<file path="src/design/ffba_pkg.sv">
// shared types, constants and state codes for the first-fit block allocator
`timescale 1ns / 1ps
`default_nettype none

package ffba_pkg;

    localparam int NUM_BLOCKS_DEF = 256;

    // occupancy map row: blocks handled per map access
    localparam int WORD_W     = 8;
    localparam int WORD_IDX_W = 3;

    localparam logic REQ_ALLOC = 1'b0;
    localparam logic REQ_FREE  = 1'b1;

    localparam logic [1:0] STATUS_OK     = 2'd0;
    localparam logic [1:0] STATUS_NO_FIT = 2'd1;
    localparam logic [1:0] STATUS_BAD    = 2'd2;

    typedef struct packed {
        logic       req_type;
        logic [8:0] block_count;
        logic [7:0] first_block;
    } req_t;

    typedef struct packed {
        logic [1:0] status;
        logic [7:0] slot_index;
        logic [8:0] free_blocks;
    } resp_t;

    typedef struct packed {
        logic rd_en;
        logic wr_en;
    } map_ctl_t;

    typedef struct packed {
        logic                  found;
        logic [WORD_IDX_W-1:0] end_bit;
    } scan_hit_t;

    typedef enum logic [3:0] {
        SEQ_CLEAR,
        SEQ_IDLE,
        SEQ_SCAN_RD,
        SEQ_SCAN_EV,
        SEQ_FIT,
        SEQ_CHK_RD,
        SEQ_CHK_EV,
        SEQ_MARK_RD,
        SEQ_MARK_WR,
        SEQ_RESP
    } seq_state_t;

endpackage

`default_nettype wire

</file>
<file path="src/design/ffba_map_mem.sv">
// occupancy map memory, one row of blocks per entry, registered read
`timescale 1ns / 1ps
`default_nettype none

module ffba_map_mem #(
    parameter int ROWS  = 32,
    parameter int ROW_W = 5
) (
    input  wire                                clk,
    input  wire ffba_pkg::map_ctl_t            ctl,
    input  wire  [ROW_W-1:0]                   addr,
    input  wire  [ffba_pkg::WORD_W-1:0]        wdata,
    output logic [ffba_pkg::WORD_W-1:0]        rdata
);

    logic [ffba_pkg::WORD_W-1:0] mem [ROWS];
    logic [ffba_pkg::WORD_W-1:0] rdata_reg;

    always_ff @(posedge clk)
    begin
        if (ctl.wr_en)
        begin
            mem[addr] <= wdata;
        end
        if (ctl.rd_en)
        begin
            rdata_reg <= mem[addr];
        end
    end

    assign rdata = rdata_reg;

endmodule

`default_nettype wire

</file>
<file path="src/design/ffba_row_scan.sv">
// free-run counter over one map row, stops where the run reaches the length
`timescale 1ns / 1ps
`default_nettype none

module ffba_row_scan #(
    parameter int CNT_W = 9
) (
    input  wire  [ffba_pkg::WORD_W-1:0] row_data,
    input  wire  [CNT_W-1:0]            run_in,
    input  wire  [CNT_W-1:0]            len,
    output logic [CNT_W-1:0]            run_out,
    output ffba_pkg::scan_hit_t         hit
);

    always_comb
    begin
        logic [CNT_W-1:0] run;
        logic             found;
        logic [ffba_pkg::WORD_IDX_W-1:0] end_bit;
        run     = run_in;
        found   = 1'b0;
        end_bit = '0;
        for (int b = 0; b < ffba_pkg::WORD_W; b++)
        begin
            if (!found)
            begin
                if (row_data[b])
                begin
                    run = '0;
                end
                else
                begin
                    run = run + CNT_W'(1);
                    if (run == len)
                    begin
                        found   = 1'b1;
                        end_bit = ffba_pkg::WORD_IDX_W'(b);
                    end
                end
            end
        end
        run_out     = run;
        hit.found   = found;
        hit.end_bit = end_bit;
    end

endmodule

`default_nettype wire

</file>
<file path="src/design/ffba_seq.sv">
// request sequencer: validation, first-fit scan, range check and map update
`timescale 1ns / 1ps
`default_nettype none

module ffba_seq #(
    parameter int NUM_BLOCKS = ffba_pkg::NUM_BLOCKS_DEF
) (
    input  wire                          clk,
    input  wire                          rst_n,
    input  wire                          req_valid,
    output logic                         req_stall,
    input  wire  ffba_pkg::req_t         req,
    output logic                         resp_valid,
    input  wire                          resp_ready,
    output ffba_pkg::resp_t              resp
);

    localparam int ROWS  = (NUM_BLOCKS + ffba_pkg::WORD_W - 1) / ffba_pkg::WORD_W;
    localparam int ROW_W = (ROWS > 1) ? $clog2(ROWS) : 1;
    localparam int POS_W = ROW_W + ffba_pkg::WORD_IDX_W;
    localparam int CNT_W = $clog2(NUM_BLOCKS + 1);
    localparam int WW    = ffba_pkg::WORD_W;
    localparam int WIW   = ffba_pkg::WORD_IDX_W;

    ffba_pkg::seq_state_t state_reg, state_next;

    logic [ROW_W-1:0] row_reg, row_next;
    logic [CNT_W-1:0] run_reg, run_next;
    logic [CNT_W-1:0] len_reg, len_next;
    logic [CNT_W-1:0] free_cnt_reg, free_cnt_next;
    logic [POS_W-1:0] s_reg, s_next;
    logic [POS_W-1:0] e_reg, e_next;
    logic             op_reg, op_next;
    logic [1:0]       status_reg, status_next;
    logic [7:0]       slot_reg, slot_next;

    ffba_pkg::map_ctl_t mem_ctl;
    logic [WW-1:0]      mem_wdata;
    logic [WW-1:0]      mem_rdata;
    logic [WW-1:0]      range_mask;
    logic [WW-1:0]      pad_bits;
    logic [CNT_W-1:0]   scan_run;
    ffba_pkg::scan_hit_t scan_hit;

    logic               req_fire;
    logic               len_bad;
    logic               free_oob;
    logic [9:0]         free_end;
    logic               last_row;
    logic               at_end_row;
    logic [POS_W-1:0]   free_s;
    logic [POS_W-1:0]   fit_s;

    ffba_map_mem #(
        .ROWS  (ROWS),
        .ROW_W (ROW_W)
    ) u_map (
        .clk   (clk),
        .ctl   (mem_ctl),
        .addr  (row_reg),
        .wdata (mem_wdata),
        .rdata (mem_rdata)
    );

    ffba_row_scan #(
        .CNT_W (CNT_W)
    ) u_scan (
        .row_data (mem_rdata),
        .run_in   (run_reg),
        .len      (len_reg),
        .run_out  (scan_run),
        .hit      (scan_hit)
    );

    assign req_fire   = req_valid && (state_reg == ffba_pkg::SEQ_IDLE);
    assign len_bad    = (req.block_count == 9'd0) || (32'(req.block_count) > NUM_BLOCKS);
    assign free_end   = 10'(req.first_block) + 10'(req.block_count);
    assign free_oob   = 32'(free_end) > NUM_BLOCKS;
    assign last_row   = (row_reg == ROW_W'(ROWS - 1));
    assign at_end_row = (row_reg == e_reg[POS_W-1 -: ROW_W]);
    assign free_s     = POS_W'(req.first_block);
    assign fit_s      = e_reg + POS_W'(1) - POS_W'(len_reg);

    // blocks of the current row that fall inside [s, e], and padding past the pool
    always_comb
    begin
        logic [POS_W-1:0] pos;
        pos = '0;
        for (int b = 0; b < WW; b++)
        begin
            pos           = {row_reg, WIW'(b)};
            range_mask[b] = (pos >= s_reg) && (pos <= e_reg);
            pad_bits[b]   = 32'(pos) >= NUM_BLOCKS;
        end
    end

    // next state
    always_comb
    begin
        state_next = state_reg;
        case (state_reg)
            ffba_pkg::SEQ_CLEAR:
            begin
                if (last_row)
                begin
                    state_next = ffba_pkg::SEQ_IDLE;
                end
            end
            ffba_pkg::SEQ_IDLE:
            begin
                if (req_valid)
                begin
                    if (len_bad || (req.req_type == ffba_pkg::REQ_FREE && free_oob))
                    begin
                        state_next = ffba_pkg::SEQ_RESP;
                    end
                    else if (req.req_type == ffba_pkg::REQ_ALLOC)
                    begin
                        state_next = ffba_pkg::SEQ_SCAN_RD;
                    end
                    else
                    begin
                        state_next = ffba_pkg::SEQ_CHK_RD;
                    end
                end
            end
            ffba_pkg::SEQ_SCAN_RD: state_next = ffba_pkg::SEQ_SCAN_EV;
            ffba_pkg::SEQ_SCAN_EV:
            begin
                if (scan_hit.found)
                begin
                    state_next = ffba_pkg::SEQ_FIT;
                end
                else if (last_row)
                begin
                    state_next = ffba_pkg::SEQ_RESP;
                end
                else
                begin
                    state_next = ffba_pkg::SEQ_SCAN_RD;
                end
            end
            ffba_pkg::SEQ_FIT:     state_next = ffba_pkg::SEQ_MARK_RD;
            ffba_pkg::SEQ_CHK_RD:  state_next = ffba_pkg::SEQ_CHK_EV;
            ffba_pkg::SEQ_CHK_EV:
            begin
                if ((mem_rdata & range_mask) != range_mask)
                begin
                    state_next = ffba_pkg::SEQ_RESP;
                end
                else if (at_end_row)
                begin
                    state_next = ffba_pkg::SEQ_MARK_RD;
                end
                else
                begin
                    state_next = ffba_pkg::SEQ_CHK_RD;
                end
            end
            ffba_pkg::SEQ_MARK_RD: state_next = ffba_pkg::SEQ_MARK_WR;
            ffba_pkg::SEQ_MARK_WR:
            begin
                if (at_end_row)
                begin
                    state_next = ffba_pkg::SEQ_RESP;
                end
                else
                begin
                    state_next = ffba_pkg::SEQ_MARK_RD;
                end
            end
            ffba_pkg::SEQ_RESP:
            begin
                if (resp_ready)
                begin
                    state_next = ffba_pkg::SEQ_IDLE;
                end
            end
            default: state_next = ffba_pkg::SEQ_CLEAR;
        endcase
    end

    // outputs and map access
    always_comb
    begin
        mem_ctl.rd_en = 1'b0;
        mem_ctl.wr_en = 1'b0;
        mem_wdata     = mem_rdata | range_mask;
        req_stall     = 1'b1;
        resp_valid    = 1'b0;
        case (state_reg)
            ffba_pkg::SEQ_CLEAR:
            begin
                mem_ctl.wr_en = 1'b1;
                mem_wdata     = pad_bits;
            end
            ffba_pkg::SEQ_IDLE:    req_stall     = 1'b0;
            ffba_pkg::SEQ_SCAN_RD: mem_ctl.rd_en = 1'b1;
            ffba_pkg::SEQ_CHK_RD:  mem_ctl.rd_en = 1'b1;
            ffba_pkg::SEQ_MARK_RD: mem_ctl.rd_en = 1'b1;
            ffba_pkg::SEQ_MARK_WR:
            begin
                mem_ctl.wr_en = 1'b1;
                if (op_reg == ffba_pkg::REQ_FREE)
                begin
                    mem_wdata = mem_rdata & ~range_mask;
                end
            end
            ffba_pkg::SEQ_RESP:    resp_valid    = 1'b1;
            default:
            begin
                req_stall = 1'b1;
            end
        endcase
    end

    // datapath next values
    always_comb
    begin
        row_next      = row_reg;
        run_next      = run_reg;
        len_next      = len_reg;
        free_cnt_next = free_cnt_reg;
        s_next        = s_reg;
        e_next        = e_reg;
        op_next       = op_reg;
        status_next   = status_reg;
        slot_next     = slot_reg;
        case (state_reg)
            ffba_pkg::SEQ_CLEAR:
            begin
                row_next = last_row ? '0 : row_reg + ROW_W'(1);
            end
            ffba_pkg::SEQ_IDLE:
            begin
                if (req_fire)
                begin
                    op_next     = req.req_type;
                    len_next    = CNT_W'(req.block_count);
                    run_next    = '0;
                    status_next = ffba_pkg::STATUS_BAD;
                    slot_next   = 8'd0;
                    if (req.req_type == ffba_pkg::REQ_ALLOC)
                    begin
                        row_next = '0;
                    end
                    else
                    begin
                        s_next   = free_s;
                        e_next   = free_s + POS_W'(req.block_count) - POS_W'(1);
                        row_next = free_s[POS_W-1 -: ROW_W];
                    end
                end
            end
            ffba_pkg::SEQ_SCAN_EV:
            begin
                run_next = scan_run;
                if (scan_hit.found)
                begin
                    e_next = {row_reg, scan_hit.end_bit};
                end
                else if (last_row)
                begin
                    status_next = ffba_pkg::STATUS_NO_FIT;
                end
                else
                begin
                    row_next = row_reg + ROW_W'(1);
                end
            end
            ffba_pkg::SEQ_FIT:
            begin
                s_next   = fit_s;
                row_next = fit_s[POS_W-1 -: ROW_W];
            end
            ffba_pkg::SEQ_CHK_EV:
            begin
                if (at_end_row)
                begin
                    row_next = s_reg[POS_W-1 -: ROW_W];
                end
                else
                begin
                    row_next = row_reg + ROW_W'(1);
                end
            end
            ffba_pkg::SEQ_MARK_WR:
            begin
                if (at_end_row)
                begin
                    status_next = ffba_pkg::STATUS_OK;
                    if (op_reg == ffba_pkg::REQ_ALLOC)
                    begin
                        free_cnt_next = free_cnt_reg - len_reg;
                        slot_next     = 8'(s_reg);
                    end
                    else
                    begin
                        free_cnt_next = free_cnt_reg + len_reg;
                    end
                end
                else
                begin
                    row_next = row_reg + ROW_W'(1);
                end
            end
            default:
            begin
                row_next = row_reg;
            end
        endcase
    end

    always_ff @(posedge clk or negedge rst_n)
    begin
        if (!rst_n)
        begin
            state_reg    <= ffba_pkg::SEQ_CLEAR;
            row_reg      <= '0;
            free_cnt_reg <= CNT_W'(NUM_BLOCKS);
        end
        else
        begin
            state_reg    <= state_next;
            row_reg      <= row_next;
            free_cnt_reg <= free_cnt_next;
        end
    end

    always_ff @(posedge clk)
    begin
        run_reg    <= run_next;
        len_reg    <= len_next;
        s_reg      <= s_next;
        e_reg      <= e_next;
        op_reg     <= op_next;
        status_reg <= status_next;
        slot_reg   <= slot_next;
    end

    assign resp.status      = status_reg;
    assign resp.slot_index  = slot_reg;
    assign resp.free_blocks = 9'(free_cnt_reg);

endmodule

`default_nettype wire

</file>
<file path="src/design/first_fit_block_allocator.sv">
// top level of the first-fit contiguous block allocator with output register
`timescale 1ns / 1ps
`default_nettype none

// Keeps NUM_BLOCKS blocks as a one-bit-per-block occupancy map held in a
// single-port memory of 8-block rows. Allocate finds the lowest free run of
// block_count blocks and marks it used; free checks that the whole range is
// in use, then releases it, so neighboring free space joins up by itself.
// Every request gives one reply with status, slot_index and free_blocks.
// One item at a time: in_stall is high from acceptance until the reply is
// written into the output register. Each map row takes a read state, then
// an evaluate or write-back state, through the one memory port. An allocate
// scans rows until one completes the run (or all ceil(NUM_BLOCKS/8) rows
// when nothing fits), then takes a fit step, marks each row of the run and
// gives the reply. A free checks each row of the range and, if all are in
// use, releases each row, then gives the reply. A bad request goes straight
// to the reply. After reset a clearing pass writes ceil(NUM_BLOCKS/8) rows,
// one per cycle, with in_stall held high.
module first_fit_block_allocator #(
    parameter int NUM_BLOCKS = ffba_pkg::NUM_BLOCKS_DEF
) (
    input  wire                   clk,
    input  wire                   rst_n,
    input  wire                   in_valid,
    output logic                  in_stall,
    input  wire  ffba_pkg::req_t  in_data,
    output logic                  out_valid,
    input  wire                   out_stall,
    output ffba_pkg::resp_t       out_data
);

    logic            resp_valid;
    logic            resp_ready;
    ffba_pkg::resp_t resp;

    logic            out_valid_reg, out_valid_next;
    ffba_pkg::resp_t out_data_reg;

    ffba_seq #(
        .NUM_BLOCKS (NUM_BLOCKS)
    ) u_seq (
        .clk        (clk),
        .rst_n      (rst_n),
        .req_valid  (in_valid),
        .req_stall  (in_stall),
        .req        (in_data),
        .resp_valid (resp_valid),
        .resp_ready (resp_ready),
        .resp       (resp)
    );

    // the reply slot is free when empty or when its transaction completes now
    assign resp_ready = !out_valid_reg || !out_stall;

    always_comb
    begin
        out_valid_next = out_valid_reg;
        if (resp_valid && resp_ready)
        begin
            out_valid_next = 1'b1;
        end
        else if (out_valid_reg && !out_stall)
        begin
            out_valid_next = 1'b0;
        end
    end

    always_ff @(posedge clk or negedge rst_n)
    begin
        if (!rst_n)
        begin
            out_valid_reg <= 1'b0;
        end
        else
        begin
            out_valid_reg <= out_valid_next;
        end
    end

    always_ff @(posedge clk)
    begin
        if (resp_valid && resp_ready)
        begin
            out_data_reg <= resp;
        end
    end

    assign out_valid = out_valid_reg;
    assign out_data  = out_data_reg;

endmodule

`default_nettype wire

</file>
<file path="config.mk">
export PLATFORM = sky130hd
export DESIGN_NAME = first_fit_block_allocator
export DESIGN_NICKNAME = d
export VERILOG_FILES = /design/src/design/ffba_pkg.sv /design/src/design/ffba_map_mem.sv /design/src/design/ffba_row_scan.sv /design/src/design/ffba_seq.sv /design/src/design/first_fit_block_allocator.sv
export SDC_FILE = /design/constraint.sdc
export NUM_CORES = 1
export LEC_CHECK = 0
export ABC_AREA = 1
export BUFFER_PORTS_ARGS = -buffer_cell sky130_fd_sc_hd__buf_2
export CAP_MARGIN = 25
export CORE_MARGIN = 2
export CORE_UTILIZATION = 55
export CTS_CLUSTER_DIAMETER = 150
export DETAILED_ROUTE_END_ITERATION = 6
export PLACE_DENSITY = 0.71
export SLEW_MARGIN = 20
export SYNTH_ARGS = -nofsm -noshare
export SYNTH_HDL_FRONTEND = slang
export SYNTH_SLANG_ARGS = --single-unit
</file>
<file path="constraint.sdc">
create_clock -name clk -period 8.15 [get_ports clk]
set_clock_uncertainty 0.1 [all_clocks]
set_input_delay 1.63 -clock clk [delete_from_list [all_inputs] [get_ports clk]]
set_output_delay 1.63 -clock clk [all_outputs]
set_load 0.01 [all_outputs]
</file>
==> results of run 1 <==
==> final timing paths <==
check,endpoint,slack [ns],depth (start not counted)
worst min-delay path,out_data[11],0.32,0
min in group asynchronous,u_seq.row_reg[3],0.95,1
worst min register to register,out_data[11],0.32,0
worst max register to register,u_seq.row_reg[4],0.71,59
max in group asynchronous,u_seq.row_reg[0],6.63,1
worst max-delay path,u_seq.row_reg[4],0.71,59
==> repair_timing <==
| item | CTS | global route |
|---|---|---|
| gates resized for setup | 0 | 50 |
| buffers inserted | 0 | 32 |
| setup endpoints to repair | 0 | 31 |
==> cell usage in the layout (no fill, tap or decap), types with 5 or more instances in the layout <==
cell,n
clkbuf_1,7
xnor2_1,7
inv_2,29
clkinv_2,5
o21bai_1,7
o31ai_1,7
xor2_1,23
ha_1,64
nor2_2,27
edfxtp_1,328
a22o_1,16
o22ai_1,71
nand3_2,29
nand4_1,23
nor2_4,17
o21ai_1,7
buf_2,42
nand2_4,21
inv_1,200
nand2_2,52
clkbuf_16,37
a21oi_2,5
nand3b_1,8
a22oi_1,5
nor3_1,16
clkinv_1,9
a221oi_1,19
o21ai_2,7
a22oi_2,6
o21ai_0,183
nand2_1,471
nand3_4,5
nor2_1,325
nand3_1,175
buf_4,85
dfrtp_1,16
a21oi_1,50
==> cell type report <==
| type | instances | area [um^2] | share of cell area, % |
|---|---|---|---|
| Inverter | 238 | 897 | 3.85 |
| Timing Repair Buffer | 129 | 887 | 3.80 |
| Clock inverter | 13 | 189 | 0.810 |
| Multi-Input combinational cell | 1696 | 9370 | 40.2 |
| Tap cell | 511 | 639 | 2.74 |
| Sequential cell | 347 | 10300 | 44.3 |
| Clock buffer | 48 | 1010 | 4.32 |
==> where the power goes <==
part | internal [mW] | switching, mW | leakage [nW]
sequential | 2.57 | 0.178 | 3.24
clock | 0.971 | 0.675 | 0.583
combinational | 1.05 | 2.52 | 5.63
==> critical path, delay by kind of cell, from the launching register on <==
family                   cells  cell delay (ns)
AND/OR/NAND/NOR             42             4.12
AO/OA/AOI/OAI                6             0.77
flip-flops                   1             0.47
buffers and inverters        7             0.76
adder cells (fa/ha/maj)      4             1.15
==> routing by layer <==
layer | wire length (um) | vias to the layer above | track usage, %
met3 | 3950 | 144 | 3.22
met5 | 0 | - | 0
met1 | 24200 | 8115 | 39.3
met2 | 28100 | 700 | 49.8
li1 | - | 8292 | -
met4 | 2360 | 0 | 12.3
==> logic make-up (layout without fill, tap and decap cells) <==
kind of cell / Yosys count / in the layout
AO/OA/AOI/OAI: 408 / 408
XOR/XNOR: 30 / 30
adder cells (fa/ha/maj): 72 / 72
buffers and inverters: 317 / 428
flip-flops: 347 / 347
AND/OR/NAND/NOR: 1186 / 1186
==> through the flow <==
stage | instance area (um^2) | total power [mW] | TNS [ns]
floorplan | 20700 | 4.97 | 0
finish | 23300 | 7.96 | 0
CTS | 22800 | 7.80 | 0
global route | 23300 | 8.40 | -0.0134
global placement | 21600 | 6.07 | 0
detailed placement | 21600 | 6.15 | 0
==> reports/metrics.cfg, run 1 <==
[synthesis]
synth_mux_area_share_pct = 0
synth_top_family_by_area = simple AND/OR/NAND/NOR gates
yosys-top-cells-count = 476 x nand2_1, 333 x nor2_1, 328 x edfxtp_1
synth-compound-area-share_pct = 11.8
ys.flop_type = edfxtp_1
yosysMostFrequentCell = nand2_1
avgSynthCellArea_um2 = 8.78
yosys.cell_types.count = 58
synthArstFlopShare_pct = 5.48
synthSimpleGateAreaFrac_pct = 26.5
synth_edf_count = 328
synth.area.top_cells = edfxtp_1 48%, nand2_1 8.6%, nor2_1 6.0%
synth_area_um2 = 20700
yosysWarnings = 0
synth-xor-area-share_pct = 1.27
synth_top_area_share_pct = 47.6
netlist.top_cell.by_area = edfxtp_1
synth_fp_nets = 2454
seq_area_frac_synth_pct = 49.9
ys_seq_elements = 347
synth_adder_area_share_pct = 4.49
synth_cells = 2360

[place]
preCtsSetupSlack_ns = 0.124
io_buffers = 42
dp_hpwl_mm = 40.5
dpl.cell_count = 2888
gp_congestion = 0.946

[job]
cap_viol_max_count = 0

[worst_setup_path]
critPathRequiredTime_ns = 8.52
endpoint_kind = flip-flop
cpMostUsedCell = nand2_1
worst-setup-path-type = reg -> reg
arrival_ns = 7.81
critical_path.max_fanout = 8
cp-start-kind = flip-flop
r2r_start = u_seq.run_reg[0]
cp_slowest_cell = edfxtp_1
crit_start = u_seq.run_reg[0]
critical-path-max-stage-delay_ns = 0.47

[routing]
ant_nets = 0
vias = 17300
drt-initial-drc-count = 1414
firstDrtPassIters = 6
via_per_inst = 5.79
wl_per_cell_um = 19.6
drc_errors = 0
drt_wl_total_mm = 58.5

[clock_tree]
tritoncts = yes
cts_buffers = 37
clk_pin_slew_ns = 0.06
cts.sinks = 347
clock_latency_ns = 0.55
cts_max_path_buffers = 3
postCtsHoldBufs = 0
root_buffer = clkbuf_16
htree_levels = 2

[power_and_ir_drop]
p_per_area_nw_per_um2 = 342
power_leakage_nw = 9.45
vdd_drop_max_uv = 231

[global_routing]
grt_pass1_wl_mm = 87.9
grt_pass1_vias = 15700
grt-ovfl-total = 0
grt_util_all_layers_pct = 29.6
grt_max_degree = 119
antenna_found_initial = 1

[sta]
fin_crit_sh_pct = 91.3
setup_viol = 0
max_slew_margin_pct = 31.9
fmax_mhz = 134
finalWorstSetupSlack_ns = 0.709
min_period_ns = 7.44
report.final.slew_viol_count = 0
hold_violations = 0
hold_ws_ns = 0.323
tightest_slew_ns = 1.01

[floorplan]
die_h_um = 198
fp-row-count = 71
die-area_um2 = 39200
die_x_um = 198
design.core.area_um2 = 37400
start_util_pct = 55.4
io_pins = 43

[final_layout]
antenna_cells = 0
fillers = 3108
fin_util_pct = 62.3
final_cells = 2982
drive_gt1_share_pct = 16.2
largest_reg_flops = 256
nets = 2543
syn_to_final_growth_pct = 12.6

[hold_path]
min_from = u_seq.slot_reg[2]
hp-class = reg -> reg

[status]
status = finished, final reports clean

No activity file was read; power rests on OpenSTA's default activity.
==> run 2, diff against run 1 <==
--- a/config.mk
+++ b/config.mk
@@ -13,7 +13,9 @@
 export CTS_CLUSTER_DIAMETER = 150
 export DETAILED_ROUTE_END_ITERATION = 6
 export PLACE_DENSITY = 0.71
+export REMOVE_ABC_BUFFERS = 1
 export SLEW_MARGIN = 20
 export SYNTH_ARGS = -nofsm -noshare
 export SYNTH_HDL_FRONTEND = slang
+export SYNTH_HIERARCHICAL = 1
 export SYNTH_SLANG_ARGS = --single-unit
==> run 2 against run 1 <==
  * The flow now finishes with violations (design-rule violations)
  * Routed wire length is 1.8% higher
  * Synthesized area up 6.6%
  * Hold slack got worse by 0.0079 ns
  * Largest cell class is now multi-input combinational cells
==> reports/metrics.cfg, run 2 <==
[worst_setup_path]
endpoint_kind = flip-flop
critPathRequiredTime_ns = 8.33
crit_start = u_seq/run_reg[0]
cp_slowest_cell = edfxtp_1
critical_path.max_fanout = 13
worst-setup-path-type = reg -> reg
cpMostUsedCell = nand2_1
arrival_ns = 7.87
r2r_slack_ns = 0.45
critical-path-max-stage-delay_ns = 0.48
cp-start-kind = flip-flop
r2r_start = u_seq/run_reg[0]

[sta]
report.final.slew_viol_count = 0
tightest_slew_ns = 1.07
hold_violations = 0
fmax_mhz = 130
min_period_ns = 7.70
max_slew_margin_pct = 28.8
fin_crit_sh_pct = 94.4
setup_viol = 0

[synthesis]
synth_top_area_share_pct = 44.6
seq_area_frac_synth_pct = 46.8
synthArstFlopShare_pct = 5.48
yosys-top-cells-count = 1,244 x nand2_1, 328 x edfxtp_1, 230 x inv_1
ys.flop_type = edfxtp_1
yosysWarnings = 6
netlist.top_cell.by_area = edfxtp_1
synth_area_um2 = 22100
synth_cells = 2807
synth_edf_count = 328
ys_seq_elements = 347
avgSynthCellArea_um2 = 7.87
yosys.cell_types.count = 59
synth.area.top_cells = edfxtp_1 45%, nand2_1 21%, nand3_1 4.3%
yosysMostFrequentCell = nand2_1

[final_layout]
syn_to_final_growth_pct = 10.6
final_common_cell = nand2_1
regArea_um2 = 10300
multi_input_area_um2 = 10500
antenna_cells = 0
fin_util_pct = 61.6
nets = 2967
drive_gt1_share_pct = 14.7
fillers = 3499
final_cell_mix = 1,235 x nand2_1, 328 x edfxtp_1, 229 x inv_1
largest_reg_flops = 256
final_cells = 3430

[clock_tree]
cts.sinks = 347
cts_buffers = 37
htree_levels = 2
cts_max_path_buffers = 3
postCtsHoldBufs = 0
clk_pin_slew_ns = 0.06
clock_latency_ns = 0.56
root_buffer = clkbuf_16
tritoncts = yes

[global_routing]
grt_util_all_layers_pct = 28.6
grt_pass1_wl_mm = 93.3
grt-ovfl-total = 0
grt_max_degree = 97
antenna_found_initial = 0
grt_pass1_vias = 17400

[power_and_ir_drop]
p_sw_mw = 3.80
clockPowerShare_pct = 19.2
power_frac_comb_pct = 47.2
p_seq_share_pct = 33.7
netSwitchingFraction_pct = 44.8
internal-power_mw = 4.68
power_mw = 8.48
vdd_drop_max_uv = 230
p_per_area_nw_per_um2 = 347
power_leakage_nw = 11.1

[floorplan]
design.core.area_um2 = 39600
die_h_um = 204
start_util_pct = 55.7
die-area_um2 = 41800
fp-row-count = 73
io_pins = 43
die_x_um = 204

[routing]
vias = 18700
drt_wl_total_mm = 59.6
drc_errors = 4
ant_nets = 0
via_per_inst = 5.45
drt-initial-drc-count = 1692
firstDrtPassIters = 7
wl_per_cell_um = 17.4

[hold_path]
min_from = u_seq/slot_reg[1]
hp-class = reg -> reg

[status]
status = finished, violations left
violations = design-rule violations

[job]
cap_viol_max_count = 0

[place]
dp_hpwl_mm = 41.2
gp_congestion = 0.946
io_buffers = 42
dpl.cell_count = 3340

## run 2: per-stage QoR
| step | TNS [ns] | hold WS (ns) | setup slack [ns] | area, um^2 |
|---|---|---|---|---|
| floorplan | 0 | 0.300 | 0.391 | 21600 |
| global placement | 0 | 0.302 | 0.203 | 22800 |
| detailed placement | -0.0382 | 0.307 | -0.0191 | 22800 |
| CTS | 0 | 0.318 | 0.0113 | 24000 |
| global route | -0.414 | 0.316 | -0.0636 | 24400 |
| finish | 0 | 0.315 | 0.454 | 24400 |
## run 2: repair_timing
item	in CTS	in global routing
setup endpoints to repair	2	31
buffers inserted	0	22
gates cloned	0	1
pin swaps	0	17
resized for setup	2	56
## run 2: kinds of logic (layout without fill, tap and decap cells)
logic type / Yosys count / count (layout) / share of synthesized area (%)
buf+inv: 349 / 446 / 6.83
fa+ha+maj: 67 / 67 / 3.93
flops: 347 / 347 / 46.8
xor+xnor: 24 / 24 / 0.986
compound gates: 169 / 169 / 4.66
simple gates: 1851 / 1852 / 36.8
## run 2: path summary, 6_finish.rpt
kind | endpoint | cells after the start
max | u_seq/status_reg[1] | 55
min | out_data[10] | 0
max reg2reg | u_seq/status_reg[1] | 55
min reg2reg | out_data[10] | 0
max in group asynchronous | u_seq/row_reg[0] | 1
min in group asynchronous | out_valid | 1
## run 2: routing by layer
layer  global-route usage [%]  vias to the layer above  routed length [um]
li1                         -                     9206                   -
met1                     38.7                     8668               25500
met2                     47.5                      700               28100
met3                     3.32                      130                3920
met4                     10.5                        0                2080
met5                        0                        -                   0
## run 2: area by class of cell
cell class / instances / share of cell area, %
clock buffers: 47 / 4.11
clock inverters: 19 / 0.681
inverters: 277 / 4.27
multi-input cells: 2112 / 43.2
flip-flops and latches: 347 / 42.3
well taps: 525 / 2.69
repair buffers: 103 / 2.79
## run 2: power by group through the flow
stage | Clock, mW | Combinational (mW) | Sequential [mW]
final | 1.63 | 4.00 | 2.85
after global routing | 1.72 | 4.45 | 2.88
after CTS | 1.65 | 3.84 | 2.85
after detailed placement | 0 | 3.82 | 2.89
after global placement | 0 | 3.75 | 2.88
after floorplan | 0 | 2.54 | 2.89
## run 2: worst max-delay path: cells and delay by family (launching register included)
family	cells	cell delay, ns
compound gates	5	0.90
simple gates	40	4.29
flops	1	0.48
fa+ha+maj	3	0.80
buf+inv	7	0.80
